--- config.mk ---
export PLATFORM = sky130hd
export DESIGN_NAME = imusc_lane
export DESIGN_NICKNAME = d
export VERILOG_FILES = /design/src/rtl/imu_sample_conditioner_unit_assert.svh /design/src/rtl/imusc_pkg.sv /design/src/rtl/imusc_lane.sv
export SDC_FILE = /design/constraint.sdc
export NUM_CORES = 2
export LEC_CHECK = 0
export ABC_AREA = 1
export BUFFER_PORTS_ARGS = -buffer_cell sky130_fd_sc_hd__clkbuf_2
export CORE_ASPECT_RATIO = 1.2
export CORE_UTILIZATION = 37
export DETAILED_ROUTE_END_ITERATION = 16
export PLACE_DENSITY = 0.54
export SLEW_MARGIN = 15
export SYNTH_ARGS = -nofsm -noshare
export SYNTH_HDL_FRONTEND = slang
export SYNTH_SLANG_ARGS = --single-unit
--- constraint.sdc ---
create_clock -name clk -period 15.37 [get_ports clk]
set_clock_uncertainty 0.2 [all_clocks]
set_input_delay 0.7685 -clock clk [delete_from_list [all_inputs] [get_ports clk]]
set_output_delay 0.7685 -clock clk [all_outputs]
set_load 0.05 [all_outputs]
--- src/rtl/imu_sample_conditioner_unit_assert.svh ---
// Assertion macros shared by the conditioner RTL.
// Each macro expects signals named clk and arst_n in the including module.
`ifndef IMU_SAMPLE_CONDITIONER_UNIT_ASSERT_SVH
`define IMU_SAMPLE_CONDITIONER_UNIT_ASSERT_SVH

// Consequent must hold in the same cycle as the antecedent.
`define IMUSC_ASSERT_NOW(label, ante, cons, msg) \
	label: assert property (@(posedge clk) disable iff (!arst_n) (ante) |-> (cons)) \
		else $error(msg);

// Consequent must hold in the cycle after the antecedent.
`define IMUSC_ASSERT_NEXT(label, ante, cons, msg) \
	label: assert property (@(posedge clk) disable iff (!arst_n) (ante) |=> (cons)) \
		else $error(msg);

`endif

--- src/rtl/imusc_pkg.sv ---
// Shared types and constants of the IMU sample conditioner.
// Used by the interfaces, the axis lane, the heading unit and the top level.
package imusc_pkg;

	localparam int RAW_W   = 16;
	localparam int OUT_W   = 17;
	localparam int FIELD_W = 25;
	localparam int AVG_W   = 24;
	localparam int HEAD_W  = 15;
	localparam int CFG_W   = 48;
	localparam int ALPHA_W = 16;
	localparam int NUM_AXES = 3;

	// Q16 scale factors for accel and gyro counts.
	localparam logic signed [16:0] ACCEL_K = 17'sd40182;
	localparam logic signed [16:0] GYRO_K  = 17'sd32018;
	localparam logic [ALPHA_W-1:0] ALPHA_RESET = 16'd25559;

	// Register indexes of the configuration port.
	typedef logic [1:0] imusc_cfg_idx_t;
	localparam imusc_cfg_idx_t CFG_ACCEL_OFF = 2'd0;
	localparam imusc_cfg_idx_t CFG_GYRO_OFF  = 2'd1;
	localparam imusc_cfg_idx_t CFG_MAG_OFF   = 2'd2;
	localparam imusc_cfg_idx_t CFG_ALPHA     = 2'd3;

	// Heading datapath: vector in 36 bits, angle in 2^-16 degree units.
	localparam int CORDIC_XW = 36;
	localparam int CORDIC_ZW = 27;
	localparam int ATAN_LEN  = 24;
	localparam int ATAN_IW   = 5;
	localparam logic signed [CORDIC_ZW-1:0] Z_HALF     = 27'sd11796480;
	localparam logic signed [CORDIC_ZW-1:0] Z_FULL     = 27'sd23592960;
	localparam logic signed [CORDIC_ZW-1:0] Z_ROUND    = 27'sd512;
	localparam logic [16:0]                 HEAD_WRAP  = 17'd23040;
	localparam logic [HEAD_W-1:0]           HEADING_MAX = 15'd23039;

	// atan(2^-i) in units of 2^-16 degree.
	localparam logic [21:0] ATAN_TAB [ATAN_LEN] = '{
		22'd2949120, 22'd1740967, 22'd919879, 22'd466945,
		22'd234379,  22'd117304,  22'd58666,  22'd29335,
		22'd14668,   22'd7334,    22'd3667,   22'd1833,
		22'd917,     22'd458,     22'd229,    22'd115,
		22'd57,      22'd29,      22'd14,     22'd7,
		22'd4,       22'd2,       22'd1,      22'd0
	};

	typedef struct packed {
		logic mul_en;   // register the lane products
		logic scale_en; // finish accel and gyro results
		logic filt_en;  // update the magnetometer average
		logic load;     // load the average directly from the sample
	} imusc_lane_ctl_t;

	typedef enum logic [2:0] {
		ST_IDLE,
		ST_MUL,
		ST_UPD,
		ST_START,
		ST_CORD,
		ST_LOAD
	} imusc_state_t;

endpackage

--- src/rtl/imusc_lane.sv ---
// One axis lane: accel and gyro scaling, offset removal and the
// magnetometer low-pass filter for that axis. Depends on imusc_pkg.
module imusc_lane (
	input  logic clk,
	input  logic arst_n,
	input  imusc_pkg::imusc_lane_ctl_t ctl,
	input  logic signed [imusc_pkg::RAW_W-1:0] accel_raw,
	input  logic signed [imusc_pkg::RAW_W-1:0] gyro_raw,
	input  logic signed [imusc_pkg::RAW_W-1:0] mag_raw,
	input  logic signed [imusc_pkg::RAW_W-1:0] accel_off,
	input  logic signed [imusc_pkg::RAW_W-1:0] gyro_off,
	input  logic signed [imusc_pkg::RAW_W-1:0] mag_off,
	input  logic [imusc_pkg::ALPHA_W-1:0] alpha,
	output logic signed [imusc_pkg::OUT_W-1:0] accel,
	output logic signed [imusc_pkg::OUT_W-1:0] rate,
	output logic signed [imusc_pkg::FIELD_W-1:0] field,
	output logic avg_zero
);

	logic signed [32:0] accel_prod_s1, gyro_prod_s1;
	logic signed [41:0] filt_prod_s1;
	logic signed [imusc_pkg::AVG_W-1:0] avg_q;
	logic signed [imusc_pkg::OUT_W-1:0] accel_q, rate_q;

	logic signed [imusc_pkg::AVG_W-1:0] mag_target;
	logic signed [24:0] diff;
	logic signed [32:0] accel_sum, gyro_sum;
	logic signed [17:0] accel_d, gyro_d;
	logic signed [41:0] filt_sum;
	logic signed [26:0] avg_next;
	logic signed [imusc_pkg::AVG_W-1:0] avg_sat;

	assign mag_target = $signed({mag_raw, 8'b0});
	assign diff = $signed({mag_target[23], mag_target}) - $signed({avg_q[23], avg_q});

	always_ff @(posedge clk) begin
		if (ctl.mul_en) begin
			accel_prod_s1 <= accel_raw * imusc_pkg::ACCEL_K;
			gyro_prod_s1  <= gyro_raw * imusc_pkg::GYRO_K;
			filt_prod_s1  <= $signed({1'b0, alpha}) * diff;
		end
	end

	// Round half up, then a floor shift by 16.
	assign accel_sum = accel_prod_s1 + 33'sd32768;
	assign gyro_sum  = gyro_prod_s1 + 33'sd32768;
	assign accel_d = $signed({accel_sum[32], accel_sum[32:16]})
		- $signed({{2{accel_off[15]}}, accel_off});
	assign gyro_d = $signed({gyro_sum[32], gyro_sum[32:16]})
		- $signed({{2{gyro_off[15]}}, gyro_off});

	assign filt_sum = filt_prod_s1 + 42'sd32768;
	assign avg_next = $signed({{3{avg_q[23]}}, avg_q})
		+ $signed({filt_sum[41], filt_sum[41:16]});

	always_comb begin
		if (avg_next > 27'sd8388607) begin
			avg_sat = 24'sh7FFFFF;
		end else if (avg_next < -27'sd8388608) begin
			avg_sat = 24'sh800000;
		end else begin
			avg_sat = avg_next[23:0];
		end
	end

	always_ff @(posedge clk) begin
		if (ctl.scale_en) begin
			accel_q <= accel_d[16:0];
			rate_q  <= gyro_d[16:0];
		end
	end

	always_ff @(posedge clk or negedge arst_n) begin
		if (!arst_n) begin
			avg_q <= '0;
		end else if (ctl.filt_en) begin
			avg_q <= ctl.load ? mag_target : avg_sat;
		end
	end

	assign accel    = accel_q;
	assign rate     = rate_q;
	assign field    = $signed({avg_q[23], avg_q}) - $signed({mag_off, 8'b0});
	assign avg_zero = (avg_q == '0);

endmodule

# Word-level counts from Yosys, hierarchy flattened
# Cells that the tools add are included.
# Widths: inputs -> output; s select.
[word_totals]
reg_bits = 164
inputBits = 118
wordCells = 23
[op_classes]
addsub = 8
n_mul = 3
magnitude_cmp = 2
n_mux = 3
n_reduce_logical = 1
[ops]
columns = ["cell", "n"]
rows = [
  ["$mux 24", 3],
  ["$add 33x17->33 const B", 2],
  ["$sub 24x24->25", 2],
  ["$add 42x17->42 const B", 1],
  ["$mul 17x25->42", 1],
  ["$sub 17x16->17", 2],
  ["$mul 16x16->32 const B", 1],
  ["$mul 16x15->31 const B", 1],
  ["$add 24x26->27", 1],
  ["$gt 27x24->1 const B", 1],
  ["$lt 27x24->1 const B", 1],
  ["$logic_not 24->1", 1],
]

# Logic depth before layout (Yosys ltp)
[depth]
ltp_word = 6
mapped_depth = 40

# Least setup slack after synthesis
# Ideal clock, no wire load.
[synth_path]
kind = "input-to-reg"
from = "in mag_raw[5] (netlist name)"
to = "reg filt_prod_s1[41] (data pin)"
setup_time_ns = 0.265
arrival_time_ns = 7.321
required_time_ns = 14.905
slack_ns = 7.584
cell_stages = 34
path_buffers = 2
path_cell_list = "ha_1 a21oi_1 o21ai_0 a21oi_1 nand3_1 nand2_1 nand2_1 nand2_1 nand2_1 nand2_1 o21ai_2 buf_4 nor2_1 inv_1 fa_1 inv_1 fa_1 clkbuf_1 inv_1 fa_1 inv_1 fa_1 inv_1 fa_1 fa_1 inv_1 ha_1 nand4_1 inv_1 nand2_1 o211ai_1 a21oi_1 o211ai_1 xor2_1"
[synth_between]
elab_chain_cells = 2
[synth_rtl]
columns = ["element", "line", "source"]
rows = [
  ["from (decl)", "imusc_lane.sv:9", "input logic signed [imusc_pkg::RAW_W-1:0] mag_raw,"],
  ["$sub 24x24->25", "imusc_lane.sv:34", "assign diff = $signed({mag_target[23], mag_target}) - $signed({avg_q[23], avg_q});"],
  ["$mul 17x25->42", "imusc_lane.sv:40", "filt_prod_s1 <= $signed({1'b0, alpha}) * diff;"],
  ["to (signal assigned)", "imusc_lane.sv:40", ""],
  ["to (decl)", "imusc_lane.sv:21", "logic signed [41:0] filt_prod_s1;"],
]
# No other way between the ends.
# A chain may end at the register's enable or synchronous reset.

# Final worst setup path
[layout_path]
from = "reg avg_q[0] (netlist name)"
to = "reg filt_prod_s1[41] (data pin)"
[layout_between]
elab_chain_cells = 2
[layout_rtl]
columns = ["element", "line", "source"]
rows = [
  ["from (decl)", "imusc_lane.sv:22", "logic signed [imusc_pkg::AVG_W-1:0] avg_q;"],
  ["from (signal assigned)", "imusc_lane.sv:77", "avg_q <= ctl.load ? mag_target : avg_sat;"],
  ["$sub 24x24->25", "imusc_lane.sv:34", ""],
  ["$mul 17x25->42", "imusc_lane.sv:40", ""],
]
# No other way between the ends.

==> impl_metrics.json <==
{
  "yosysTopAreaCellShare": 0.330,
  "die_w_um": 286,
  "antennaDiodeCount": 0,
  "wl_per_cell_um": 17.6,
  "cp_max_fo": 18,
  "worst-r2r-setup-slack_ps": 6640,
  "start_util": 0.375,
  "clock.fmax_mhz": 115,
  "grt_usage": 0.217,
  "cts-htree-levels": 4,
  "grt_pass1_wl_um": 164000,
  "rr_worst_depth": 29,
  "vias": 28500,
  "viasPerCell": 4.88,
  "cts_resized": 0,
  "grt_max_degree": 63,
  "synth_async_sr_flop_share": 0.200,
  "synth_ff_type": "edfxtp_1",
  "synthToLayoutAreaGrowth_pct": 7.68,
  "ys_warn_count": 0,
  "cts_buffers": 17,
  "clockBufferDepth": 2,
  "port-buffer-count": 177,
  "worst_slew_pin_slew_ps": 1170,
  "syn_area_um2": 35900,
  "root_buffer": "clkbuf_16",
  "hold_violations": 0,
  "avgSynthCellArea_um2": 8.08,
  "slew_violations": 0,
  "drive_above_1_share": 0.0680,
  "layout_commonest_cell": "inv_1",
  "drtIter0Drc": 1491,
  "layout_common_cells": "inv_1, nand2_1, fa_1",
  "clk_pin_slew_worst_paths_ps": 60,
  "synthCells": 4442,
  "clk_latency_ps": 460,
  "fin_crit_sh": 0.568,
  "first_pass_iters": 7,
  "max-slew-margin-rel": 0.221,
  "crit_arrival_ps": 8720,
  "synth_cell_type_count": 57,
  "reg2reg_to": "filt_prod_s1[41]",
  "setup_viol": 0,
  "final_nets": 5741,
  "core_area_um2": 95700,
  "worstPathRequired_ps": 15370,
  "io_pins": 178,
  "grt_pass1_vias": 29800,
  "cts_tree": "done",
  "hold_path.class": "input port to async pin",
  "synth_top_cell_by_area": "fa_1",
  "path_class": "flip-flop to flip-flop",
  "drtAntennaViolNets": 0,
  "drc": 0,
  "fp-row-count": 124,
  "ctsHoldBuffers": 0,
  "finalSetupTns_ps": 0,
  "slowest_stage": "fa_1",
  "status": "finished, final reports clean",
  "antenna_found_initial": 0,
  "dieArea_um2": 98300,
  "cap_violations": 0,
  "syn_nets": 5608,
  "seq_area_frac_synth": 0.0970,
  "critPathMaxStageDelay_ps": 1010,
  "place_hpwl_um": 89400,
  "r2r_start": "avg_q[0]",
  "synthTopCellsByArea": "fa_1, ha_1, inv_1",
  "endpoint_kind": "flip-flop",
  "die_h_um": 343,
  "grt-ovfl-total": 0,
  "wl_um": 103000,
  "cts_post_setup_buffers_inserted": 0,
  "rsz0062_at_grt": "false",
  "synth_edf_count": 96,
  "globalplace.congestion": 0.956,
  "finalCriticalPeriod_ps": 8730,
  "synth-seq-cells": 120,
  "worst_setup_path_start_kind": "flip-flop",
  "clock-sinks": 120
}
[routing by layer]
layer | track usage | vias to the layer above | wire [µm]
met5 | 0 | - | 0
met4 | 0.0820 | 0 | 3960
met3 | 0.0213 | 167 | 4010
met2 | 0.390 | 721 | 51400
met1 | 0.268 | 13900 | 43500
li1 | - | 13800 | -
[final cells by class]
cell class | count | area (µm²)
Sequential cell | 120 | 3480
Fill cell | 9963 | 57100
Multi-Input combinational cell | 3102 | 27800
Inverter | 1146 | 4300
Tap cell | 1260 | 1580
Clock buffer | 20 | 437
Clock inverter | 11 | 108
Timing Repair Buffer | 188 | 968
[worst max-delay path, delay by kind of cell (launching register included)]
family          cells  cell delay, ps
xor+xnor            1              90
compound gates      2             820
buf+inv             7             990
simple gates       11            1450
fa+ha+maj           8            4560
flops               1             320
[kinds of logic after synthesis]
group,after synthesis,share of synthesized area
buffers and inverters,1220,0.130
adders and majority gates,1048,0.489
and+or+nand+nor,1450,0.171
AOI/OAI and AO/OA,399,0.0625
xor gates and xnor gates,205,0.0504
DFF,120,0.0970
[Yosys cell counts (2+ instances only)]
cell / count
a211oi_1: 4
a21boi_0: 8
a21o_1: 15
a21oi_1: 203
a21oi_2: 2
a221oi_1: 6
a31oi_1: 16
and2_1: 3
and3_1: 3
buf_2: 11
buf_4: 11
buf_6: 2
clkbuf_1: 49
clkinv_1: 4
dfrtp_1: 24
edfxtp_1: 96
fa_1: 592
ha_1: 456
inv_1: 1135
inv_2: 7
nand2_1: 750
nand2_2: 11
nand3_1: 161
nand3_2: 4
nand3b_1: 3
nand4_1: 36
nor2_1: 345
nor2_2: 9
nor3_1: 35
nor3_2: 6
nor3b_1: 4
nor3b_2: 2
nor4_1: 18
o211ai_1: 8
o21a_1: 8
o21ai_0: 96
o21ai_1: 7
o21bai_1: 9
o22ai_1: 2
o31ai_1: 7
or2_1: 10
or2_2: 48
xnor2_1: 58
xor2_1: 145
[how the worst max path moves through the flow]
stage               start               end  cells past startpoint
2_1_floorplan  mag_raw[5]  filt_prod_s1[41]                     34
3_3_place_gp   mag_raw[9]  filt_prod_s1[41]                     31
3_5_place_dp   mag_raw[5]  filt_prod_s1[41]                     30
4_1_cts          avg_q[0]  filt_prod_s1[41]                     29
5_1_grt         avg_q[11]  filt_prod_s1[40]                     28
6_report         avg_q[0]  filt_prod_s1[41]                     29
[state kept, by name, indices dropped and copies added, names as in the netlist]
name	flops
accel_prod_s1	18
filt_prod_s1	27
avg_q	24
gyro_prod_s1	17
rate	17
accel	17
[per-stage QoR]
stage                     setup slack [ps]  hold slack [ps]  instances  area, µm²   util
after floorplan                       7580              273       4442      35900      -
after global placement                6530              328       5816      38100  0.398
after detailed placement              6360              331       5816      38100  0.398
after CTS                             6640              118       5847      38700  0.404
after global routing                  6020              157       5847      38700  0.404
final                                 6640              137       5847      38700  0.404
Power is left out: the tool's default activity adds up to more than one toggle a clock period on the data nets, which glitch-free logic cannot reach.
