**config.mk**
```make
export PLATFORM = sky130hd
export DESIGN_NAME = imusc_cordic
export DESIGN_NICKNAME = d
export VERILOG_FILES = /design/src/rtl/imu_sample_conditioner_unit_assert.svh /design/src/rtl/imusc_pkg.sv /design/src/rtl/imusc_cordic.sv
export SDC_FILE = /design/constraint.sdc
export NUM_CORES = 1
export LEC_CHECK = 0
export BUFFER_PORTS_ARGS = -buffer_cell sky130_fd_sc_hd__buf_2
export CAP_MARGIN = 40
export CORE_MARGIN = 4
export CORE_UTILIZATION = 55
export DETAILED_ROUTE_END_ITERATION = 10
export PLACE_DENSITY = 0.83
export SLEW_MARGIN = 10
export SYNTH_ARGS = -nofsm -noshare
export SYNTH_HDL_FRONTEND = slang
export SYNTH_SLANG_ARGS = --single-unit
```
**constraint.sdc**
```tcl
create_clock -name clk -period 7.9 [get_ports clk]
set_input_delay 0 -clock clk [delete_from_list [all_inputs] [get_ports clk]]
set_output_delay 0 -clock clk [all_outputs]
set_load 0.005 [all_outputs]
```
**src/rtl/imu_sample_conditioner_unit_assert.svh**
```systemverilog
// Assertion macros shared by the conditioner RTL.
// Each macro expects signals named clk and arst_n in the including module.
`ifndef IMU_SAMPLE_CONDITIONER_UNIT_ASSERT_SVH
`define IMU_SAMPLE_CONDITIONER_UNIT_ASSERT_SVH

// Consequent must hold in the same cycle as the antecedent.
`define IMUSC_ASSERT_NOW(label, ante, cons, msg) \
	label: assert property (@(posedge clk) disable iff (!arst_n) (ante) |-> (cons)) \
		else $error(msg);

// Consequent must hold in the cycle after the antecedent.
`define IMUSC_ASSERT_NEXT(label, ante, cons, msg) \
	label: assert property (@(posedge clk) disable iff (!arst_n) (ante) |=> (cons)) \
		else $error(msg);

`endif

```
**src/rtl/imusc_pkg.sv**
```systemverilog
// Shared types and constants of the IMU sample conditioner.
// Used by the interfaces, the axis lane, the heading unit and the top level.
package imusc_pkg;

	localparam int RAW_W   = 16;
	localparam int OUT_W   = 17;
	localparam int FIELD_W = 25;
	localparam int AVG_W   = 24;
	localparam int HEAD_W  = 15;
	localparam int CFG_W   = 48;
	localparam int ALPHA_W = 16;
	localparam int NUM_AXES = 3;

	// Q16 scale factors for accel and gyro counts.
	localparam logic signed [16:0] ACCEL_K = 17'sd40182;
	localparam logic signed [16:0] GYRO_K  = 17'sd32018;
	localparam logic [ALPHA_W-1:0] ALPHA_RESET = 16'd25559;

	// Register indexes of the configuration port.
	typedef logic [1:0] imusc_cfg_idx_t;
	localparam imusc_cfg_idx_t CFG_ACCEL_OFF = 2'd0;
	localparam imusc_cfg_idx_t CFG_GYRO_OFF  = 2'd1;
	localparam imusc_cfg_idx_t CFG_MAG_OFF   = 2'd2;
	localparam imusc_cfg_idx_t CFG_ALPHA     = 2'd3;

	// Heading datapath: vector in 36 bits, angle in 2^-16 degree units.
	localparam int CORDIC_XW = 36;
	localparam int CORDIC_ZW = 27;
	localparam int ATAN_LEN  = 24;
	localparam int ATAN_IW   = 5;
	localparam logic signed [CORDIC_ZW-1:0] Z_HALF     = 27'sd11796480;
	localparam logic signed [CORDIC_ZW-1:0] Z_FULL     = 27'sd23592960;
	localparam logic signed [CORDIC_ZW-1:0] Z_ROUND    = 27'sd512;
	localparam logic [16:0]                 HEAD_WRAP  = 17'd23040;
	localparam logic [HEAD_W-1:0]           HEADING_MAX = 15'd23039;

	// atan(2^-i) in units of 2^-16 degree.
	localparam logic [21:0] ATAN_TAB [ATAN_LEN] = '{
		22'd2949120, 22'd1740967, 22'd919879, 22'd466945,
		22'd234379,  22'd117304,  22'd58666,  22'd29335,
		22'd14668,   22'd7334,    22'd3667,   22'd1833,
		22'd917,     22'd458,     22'd229,    22'd115,
		22'd57,      22'd29,      22'd14,     22'd7,
		22'd4,       22'd2,       22'd1,      22'd0
	};

	typedef struct packed {
		logic mul_en;   // register the lane products
		logic scale_en; // finish accel and gyro results
		logic filt_en;  // update the magnetometer average
		logic load;     // load the average directly from the sample
	} imusc_lane_ctl_t;

	typedef enum logic [2:0] {
		ST_IDLE,
		ST_MUL,
		ST_UPD,
		ST_START,
		ST_CORD,
		ST_LOAD
	} imusc_state_t;

endpackage

```
**src/rtl/imusc_cordic.sv**
```systemverilog
// Iterative vectoring CORDIC for the compass heading, one rotation per
// cycle, then the angle is folded into 1/64 degree and registered. Uses imusc_pkg.
module imusc_cordic #(
	parameter int STEPS = 16
) (
	input  logic clk,
	input  logic arst_n,
	input  logic start,
	input  logic signed [imusc_pkg::FIELD_W-1:0] fx,
	input  logic signed [imusc_pkg::FIELD_W-1:0] fy,
	output logic done,
	output logic [imusc_pkg::HEAD_W-1:0] heading
);

	localparam int IW = $clog2(STEPS);
	localparam int XW = imusc_pkg::CORDIC_XW;
	localparam int ZW = imusc_pkg::CORDIC_ZW;

	logic signed [XW-1:0] x_q, y_q;
	logic signed [ZW-1:0] z_q;
	logic [IW-1:0] i_q;
	logic run_q, fin_q, done_q, zero_q;
	logic [imusc_pkg::HEAD_W-1:0] heading_q;

	logic signed [XW-1:0] x0, y0, xs, ys;
	logic [imusc_pkg::ATAN_IW-1:0] tab_idx;
	logic signed [ZW-1:0] atan_step, z_wrap, z_clip, z_rnd;
	logic [16:0] h_raw, h_fold;
	logic y_pos;

	assign x0 = $signed({{3{fx[24]}}, fx, 8'b0});
	assign y0 = -$signed({{3{fy[24]}}, fy, 8'b0});

	assign tab_idx   = imusc_pkg::ATAN_IW'(i_q);
	assign atan_step = $signed({5'b0, imusc_pkg::ATAN_TAB[tab_idx]});
	assign xs = x_q >>> i_q;
	assign ys = y_q >>> i_q;
	assign y_pos = !y_q[XW-1] && (y_q != '0);

	always_ff @(posedge clk) begin
		if (start) begin
			x_q    <= x0[XW-1] ? -x0 : x0;
			y_q    <= x0[XW-1] ? -y0 : y0;
			z_q    <= x0[XW-1] ? imusc_pkg::Z_HALF : '0;
			zero_q <= (fx == '0) && (fy == '0);
		end else if (run_q) begin
			if (y_pos) begin
				x_q <= x_q + ys;
				y_q <= y_q - xs;
				z_q <= z_q + atan_step;
			end else begin
				x_q <= x_q - ys;
				y_q <= y_q + xs;
				z_q <= z_q - atan_step;
			end
		end
	end

	always_ff @(posedge clk or negedge arst_n) begin
		if (!arst_n) begin
			run_q  <= 1'b0;
			fin_q  <= 1'b0;
			done_q <= 1'b0;
			i_q    <= '0;
		end else begin
			done_q <= fin_q;
			fin_q  <= run_q && (i_q == IW'(STEPS - 1));
			if (start) begin
				run_q <= 1'b1;
				i_q   <= '0;
			end else if (run_q) begin
				if (i_q == IW'(STEPS - 1)) begin
					run_q <= 1'b0;
				end
				i_q <= i_q + 1'b1;
			end
		end
	end

	// Fold the angle into 0..360 degrees and round to 1/64 degree.
	assign z_wrap = z_q[ZW-1] ? z_q + imusc_pkg::Z_FULL : z_q;
	assign z_clip = z_wrap[ZW-1] ? '0 : z_wrap;
	assign z_rnd  = z_clip + imusc_pkg::Z_ROUND;
	assign h_raw  = z_rnd[ZW-1:10];
	assign h_fold = (h_raw >= imusc_pkg::HEAD_WRAP) ? h_raw - imusc_pkg::HEAD_WRAP : h_raw;

	always_ff @(posedge clk) begin
		if (fin_q) begin
			heading_q <= zero_q ? '0 : h_fold[imusc_pkg::HEAD_W-1:0];
		end
	end

	assign done    = done_q;
	assign heading = heading_q;

endmodule

```
Word level (Yosys, flattened, before mapping). Memories as Yosys holds them, arrays and structs flattened. Index checks and enable logic that the tools add are counted.

Bits in registers: 122. Bits in read-only memories: 704. Input port bits: 53. Output and inout bits: 16. Word-level logic and storage cells: 59. Memories: 1.

Memories: (no name shown) (words 32, width 22, rd ports 1, clocked after Yosys merged registers in 0, wr ports 0, line imusc_cordic.sv:35) `assign atan_step = $signed({5'b0, imusc_pkg::ATAN_TAB[tab_idx]});`.

Add/subtract/negate cells: 13. Magnitude comparators: 2. Equality and inequality tests: 1. Shifts and indexed selects: 2. Mux-type cells: 22. Bitwise logic cells: 1. Reductions and logical operators: 8.

Operators with widths (count): 36-bit two-way mux (8); 27-bit two-way mux (4); 36-bit adder (2); 33-bit negator with 36-bit output (2); 36-bit by 4-bit >>> shifter with 36-bit output (2); 36-bit subtractor (2); 25-bit logical NOT (2); 22-bit two-way mux (2); 36-bit negator (1); 36-bit nonzero test (1); 26-bit by 10-bit adder with 27-bit output, second input constant (1); 27-bit by 23-bit adder with 27-bit output (1); 27-bit by 26-bit adder with 27-bit output, second input constant (1); 27-bit by 23-bit subtractor with 27-bit output (1); 26-bit two-way mux (1); 24-bit two-way mux (1); 17-bit by 15-bit >= comparator with 1-bit output, second input constant (1); 15-bit two-way mux (1); 15-bit subtractor, second input constant (1); 4-bit two-way mux (2); 6-bit >= comparator, second input constant (1); 4-bit NOT with 6-bit output (1); 4-bit by 1-bit adder with 4-bit output, second input constant (1); 4-bit equality test, second input constant (1); other kinds (4) (8).

Longest topological paths before layout. Gate-level depths: netlist (run 1).

Word-level depth: 8. Mapped depth: 29.

Worst setup path after synthesis (run 1). Ideal clock, no wire load.

Kind: reg-to-reg. Start point: register i_q[1]. End point: register z_q[24], data pin. Arrival: 5.532 ns. Slack: 2.102 ns. Cell stages (with the launch flop): 29. Buffers on the path: 7. Clock period less this slack: 5.798 ns. Cell sequence: dfrtp_1 buf_6 buf_6 buf_6 buf_2 inv_1 clkbuf_1 clkbuf_1 ha_1 nor2_1 nor3_1 a21oi_1 nand3_1 nor3_1 and2_1 or2_2 clkbuf_1 xnor2_1 ha_1 a21o_1 a21o_1 a21oi_1 o21ai_0 o21ai_0 a21oi_1 o41ai_1 o21ai_0 xnor2_1 nor2_1.

Longest elaborated chain between the ends: 8. Elaborated cells on any way between the ends: 9. Those cells by class: add/sub (2); mux (5); bitwise (1); memory (1).

Ends and longest elaborated chain: start, declared (line imusc_cordic.sv:21) `logic [IW-1:0] i_q;`; start signal, assigned (line imusc_cordic.sv:75) `i_q <= i_q + 1'b1;`; 4-bit NOT with 6-bit output (not written as such) (*) (line imusc_cordic.sv:35); memory read 32 x 22 bit (*); 22-bit two-way mux (not written as such) (*) (2 in series) (line imusc_cordic.sv:35); 27-bit by 23-bit subtractor with 27-bit output / 27-bit by 23-bit adder with 27-bit output (equally long branches) (line imusc_cordic.sv:54, imusc_cordic.sv:50); 27-bit two-way mux (*) (line imusc_cordic.sv:47) `if (y_pos) begin`; 27-bit two-way mux (*) (line imusc_cordic.sv:46) `end else if (run_q) begin`; 27-bit two-way mux (*) (line imusc_cordic.sv:41) `if (start) begin`; end signal, assigned (line imusc_cordic.sv:44) `z_q <= x0[XW-1] ? imusc_pkg::Z_HALF : '0;`; end signal, assigned (line imusc_cordic.sv:50) `z_q <= z_q + atan_step;`; end signal, assigned (line imusc_cordic.sv:54) `z_q <= z_q - atan_step;`; end, declared (line imusc_cordic.sv:20) `logic signed [ZW-1:0] z_q;`.

Mark *: on every way between the ends. The rest lies on a longest branch, timed or not. The select of a mux whose other input is x is not followed. A chain may end at the register's enable or synchronous reset.

Final worst setup path (run 1).
Start point: register i_q[0]. End point: register x_q[33], data pin.

Longest elaborated chain between the ends: 5. Elaborated cells on any way between the ends: 6. Those cells by class: add/sub (2); shift (1); mux (3).

Ends and longest elaborated chain: 36-bit by 4-bit >>> shifter with 36-bit output (*) (line imusc_cordic.sv:37) `assign ys = y_q >>> i_q;`; 36-bit subtractor / 36-bit adder (equally long branches) (line imusc_cordic.sv:52, imusc_cordic.sv:48); 36-bit two-way mux (*) (line imusc_cordic.sv:47); 36-bit two-way mux (*) (line imusc_cordic.sv:46); 36-bit two-way mux (*) (line imusc_cordic.sv:41); end signal, assigned (line imusc_cordic.sv:42) `x_q <= x0[XW-1] ? -x0 : x0;`; end signal, assigned (line imusc_cordic.sv:48) `x_q <= x_q + ys;`; end signal, assigned (line imusc_cordic.sv:52) `x_q <= x_q - ys;`; end, declared (line imusc_cordic.sv:19) `logic signed [XW-1:0] x_q, y_q;`.

Marks and branches as above.

==> metrics, run 1 <==
status finished, final reports clean; final cell count without fillers 2607; Post-synth EDFFs 115; Rows 66; Setup Skew 0.01601 ns; startpoint types register; Tcrit/Tclk final 86.04%; via count 17350; Max Clk Rate 147.1 MHz; sink of the worst hold path y_q[34]; largest net degree at the start of global routing 92; Setup-failing EPs final 0; worst r2r dst x_q[33]; vias in the first global route 16290; most common library cells after synthesis nand2_1 (208), nor2_1 (194), xnor2_1 (164); syn_nets 2310; slowest CP cell dfrtp_4; Seq cells post-synth 122; actual slew at the worst max-slew pin 1.017 ns; area of the core 32450 µm²; post-DP HPWL 40.57 mm; Synth async-reset ratio 5.738%; GPL Wtd Cong 1.075; CTS Root Cell clkbuf_16; area leader, netlist edfxtp_1; TritonCTS Buffers 17; Routed WL per cell 20.54 µm; layout cells sized above 1 12.66%; Final WS setup 1.103 ns; Place WS 1.242 ns; Port Buffers 68; initial antenna violation count 1; min Tclk post-route 6.797 ns; Net count, final 2318; first-pass GRT wire length 86.31 mm; max cap viols 0; crit path DAT 6.95 ns; 1st-iter DRT viols 1892; ant diodes 0; R2R cell count 19; Pre-antenna DRT Iters 10; Max Slew Vio Count 0; type of the worst min-delay path primary input to register; Seq/Total Area, Yosys 20.10%; Synth cell types 82; most frequent cell after synthesis nand2_1; worst slew margin relative to its limit 31.25%; beginning of the worst hold path fy[24]; final setup TNS 0 ns; die width 189.2 µm; Critical Path RT 8.06 ns; die area 35790 µm²; Global Route Usage Sum 29.38%; Top Ports 69; Max Root-Sink Buffers 2; starting density of the core 55.62%; WS Path Type register to register; final WL 53.54 mm; Final Hold Viols 0; TritonCTS Sinks 122; CTS tree built; hold path depth 3; share of the synthesized area in the top cell type 19.13%; Area growth, synth to finish 7.804%; largest incremental delay on the critical path 0.98 ns; Post-Syn Area 18050 µm²; synth top area cells edfxtp_1 (19%), mux4_2 (9.4%), xnor2_1 (8.0%); final global-route overflow total 0; reg2reg setup slack 1.10 ns; die height 189.2 µm; Synth warnings 0; syn_area_per_cell 8.420 µm²; post_cts resized 0; final core occ 59.97%; RSZ-0062 raised after global routing false; Critical Path Sink Type register; ordered cell list for the critical path buf_12 > mux4_2 > mux2i_1 > mux2i_1 > or4_1 > or4b_1 > nand2_1 > xnor2_1 > ha_1 > a21oi_1 > o21ai_0 > or3_1 > a211oi_1 > o31ai_1 > a21oi_1 > o21ai_0 > a31oi_1 > xor2_1 > nor2_1; vias per inst 6.654; worst reg2reg startpoint i_q[0]; post-route ant nets 0; critical path peak fanout 55; post-CTS setup buffer count 0; Worst-Skew Late Latency 0.45 ns; Primary FF master, synth edfxtp_1; htree depth 4; hold_buf cts 17; Clock Pin Slew Worst Setup and Hold Paths 0.06 ns; gate count of the mapped netlist 2144; DRC 0; Placed Cells 2557
flip-flops by register name, summed over array words and instances, names as in the netlist, 4 cells and up:
register	count
x_q	36
y_q	36
z_q	27
heading	15
i_q	4
area by class of cell:
type                       count  area [µm²]
clock buffer                  19       442.9
clock inverter                13       192.7
fill                        2812       12990
inverter                      55       206.4
multi-input combinational   1849       13700
sequential                   122        3641
tap                          442       553.0
timing repair buffer         107       721.9
worst max-delay path: cells and delay by family, from the launching register on:
family | cells | cell delay (ns)
adder cells (fa/ha/maj) | 1 | 0.32
flip-flops | 1 | 0.98
AND/OR/NAND/NOR | 5 | 1.86
multiplexers | 3 | 1.03
buffers and inverters | 1 | 0.39
AO/OA/AOI/OAI | 7 | 1.54
XOR/XNOR | 2 | 0.32
worst max path at each step:
stage	from	endpoint	slack [ns]	depth (start not counted)
floorplan	i_q[1]	z_q[24]	2.10	28
global placement	i_q[0]	y_q[31]	1.46	19
detailed placement	i_q[0]	x_q[33]	1.24	19
CTS	i_q[0]	x_q[33]	1.21	19
global route	i_q[0]	x_q[33]	0.58	19
finish	i_q[0]	x_q[33]	1.10	19
per-stage QoR:
stage,instance area (µm²),hold slack [ns]
finish,19460,0.01636
global route,19460,0.01937
CTS,19430,0.0005379
detailed placement,18630,-0.1484
global placement,18570,-0.1545
floorplan,18050,-0.2956
cell usage in the layout, fill, tap and decap left out, types with 27 or more instances in the layout:
master      n
nand2b_1   27
o31ai_1    27
mux4_2     75
inv_1      52
a31oi_1    28
nand3_1    34
xnor2_1   164
a21o_1     56
buf_2      69
mux2_2     36
nor2_1    194
xor2_1     86
o21ai_0   146
nor3_1     53
ha_1      110
edfxtp_1  115
mux2i_1    79
nand2_1   207
a21oi_1   147
logic make-up after synthesis:
kind of cell	Yosys count	synth area share [%]
AO/OA/AOI/OAI	594	20.96
flip-flops	122	20.10
AND/OR/NAND/NOR	702	18.73
XOR/XNOR	250	12.13
multiplexers	190	15.98
adder cells (fa/ha/maj)	113	7.957
buffers and inverters	173	4.138
layer usage:
layer  global-route usage, %  wire [µm]
met2                   48.59      25050
met3                   5.476       4638
met1                   38.51      21640
met4                   11.01       2203
met5                       0         13
Power of run 1 is left out: the tool's default activity adds up to more than one toggle a clock period on the data nets, which glitch-free logic cannot reach.
==> run 2, diff against run 1 <==
CORE_ASPECT_RATIO = 1.25   (was default)
==> run 2 against run 1 <==
First-iteration DRC count is 0.37% higher. Non-clock buffer count rose by 5. Clock skew up 0.00087 ns. Sequential share of layout area hardly changed. Worst setup slack lost 0.086 ns.
==> metrics, run 2 (synthesis results as in run 1) <==
status finished, final reports clean; Max Slew Vio Count 0; vias per inst 6.746; CTS Root Cell clkbuf_16; commonest non-fill, non-tap cell in the layout nand2_1; largest incremental delay on the critical path 0.91 ns; worst r2r dst y_q[31]; Rows 73; final WL 55.22 mm; Port Buffers 68; RSZ-0062 raised after global routing false; crit path DAT 7.09 ns; most frequent cells in the layout nand2_1 (207), nor2_1 (194), xnor2_1 (164); final global-route overflow total 0; most frequent CP cell mux4_2; worst slew margin relative to its limit 22.19%; Critical Path RT 8.11 ns; via count 17420; Critical Path Sink Type register; CTS tree built; type of the worst min-delay path primary input to register; Worst Setup SP i_q[3]; Clock Pin Slew Worst Setup and Hold Paths 0.06 ns; Pre-antenna DRT Iters 6; largest net degree at the start of global routing 77; Max Clk Rate 145.3 MHz; Setup-failing EPs final 0; CP endpoint y_q[31]; Net count, final 2323; htree depth 4; worst reg2reg startpoint i_q[3]; TritonCTS Buffers 17; die height 210.6 µm; Place WS 1.290 ns; Routed WL per cell 21.38 µm; actual slew at the worst max-slew pin 1.151 ns; final setup TNS 0 ns; startpoint types register; Worst-Skew Late Latency 0.47 ns; Multi-input gate area 13700 µm²; max cap viols 0; Setup Skew 0.01688 ns; TritonCTS Sinks 122; Top Registers x_q x36, y_q x36, z_q x27; area of the core 32060 µm²; Area growth, synth to finish 7.894%; GPL Wtd Cong 1.036; Tcrit/Tclk final 87.12%; ordered cell list for the critical path buf_4 > mux4_2 > nor2_1 > mux4_2 > and4_1 > and3_1 > nand2_1 > o21ai_0 > o21ai_1 > xnor2_1 > ha_1 > o21a_1 > a2111oi_0 > o41ai_1 > a41oi_1 > o21ba_2 > nand2b_1 > a21oi_1 > xor2_1 > mux2i_1; first-pass GRT wire length 86.84 mm; 1st-iter DRT viols 1899; initial antenna violation count 0; area occupied by registers 3641 µm²; Fillers 2722; Top Ports 69; Final WS setup 1.017 ns; post-DP HPWL 41.67 mm; vias in the first global route 16440; starting density of the core 56.31%; critical path peak fanout 61; WS Path Type register to register; Final Hold Viols 0; Max Root-Sink Buffers 2; die width 170.0 µm; Global Route Usage Sum 30.21%; min Tclk post-route 6.883 ns; die area 35800 µm²; post-route ant nets 0; reg2reg setup slack 1.02 ns; R2R cell count 20; DRC 0; layout cells sized above 1 12.58%; slowest CP cell dfrtp_4; beginning of the worst hold path fx[4]
[run 2: timing repair]
action,4_1_cts,5_1_grt
setup buffers,0,0
hold endpoints to repair,30,0
resized for setup,0,0
hold buffers,24,0
[run 2: worst min-delay path by stage]
stage | end | slack (ns) | depth (start not counted)
final | x_q[12] | 0.02 | 4
after global placement | done | -0.15 | 1
after CTS | x_q[12] | 0.02 | 4
after detailed placement | done | -0.15 | 1
after floorplan | done | -0.30 | 0
after global routing | x_q[12] | 0.06 | 4
[run 2: layout make-up]
class | instances | share of cell area, %
Antenna cell | 1 | 0.01285
Clock buffer | 19 | 2.325
Clock inverter | 13 | 0.8479
Inverter | 55 | 1.060
Multi-Input combinational cell | 1849 | 70.35
Sequential cell | 122 | 18.69
Tap cell | 412 | 2.647
Timing Repair Buffer | 112 | 4.060
[run 2: worst max-delay path: cells and delay by family (launching register included)]
| kind | cells | cell delay (ns) |
|---|---|---|
| xor gates and xnor gates | 2 | 0.41 |
| DFF | 1 | 0.91 |
| AOI/OAI and AO/OA | 8 | 2.66 |
| adders and majority gates | 1 | 0.39 |
| and+or+nand+nor | 5 | 0.74 |
| muxes | 3 | 0.95 |
| buffers and inverters | 1 | 0.54 |
[run 2: metrics by stage]
step                instances  instance area (µm²)  hold slack (ns)  utilization [%]
floorplan                2144                18050          -0.2956                -
global placement         2522                18540          -0.1518            57.83
detailed placement       2526                18620          -0.1468            58.07
CTS                      2582                19470          0.01546            60.75
global route             2582                19470          0.05540            60.75
finish                   2583                19480          0.02479            60.75
[run 2: per-layer routing]
| metal | wire, µm | vias to the layer above | track usage (%) |
|---|---|---|---|
| met5 | 0 | - | 0 |
| met4 | 3863 | 0 | 18.07 |
| met3 | 3959 | 257 | 5.290 |
| met2 | 27080 | 847 | 51.62 |
| met1 | 20320 | 8242 | 35.26 |
| li1 | - | 8078 | - |
Power of run 2 is left out for the same reason.
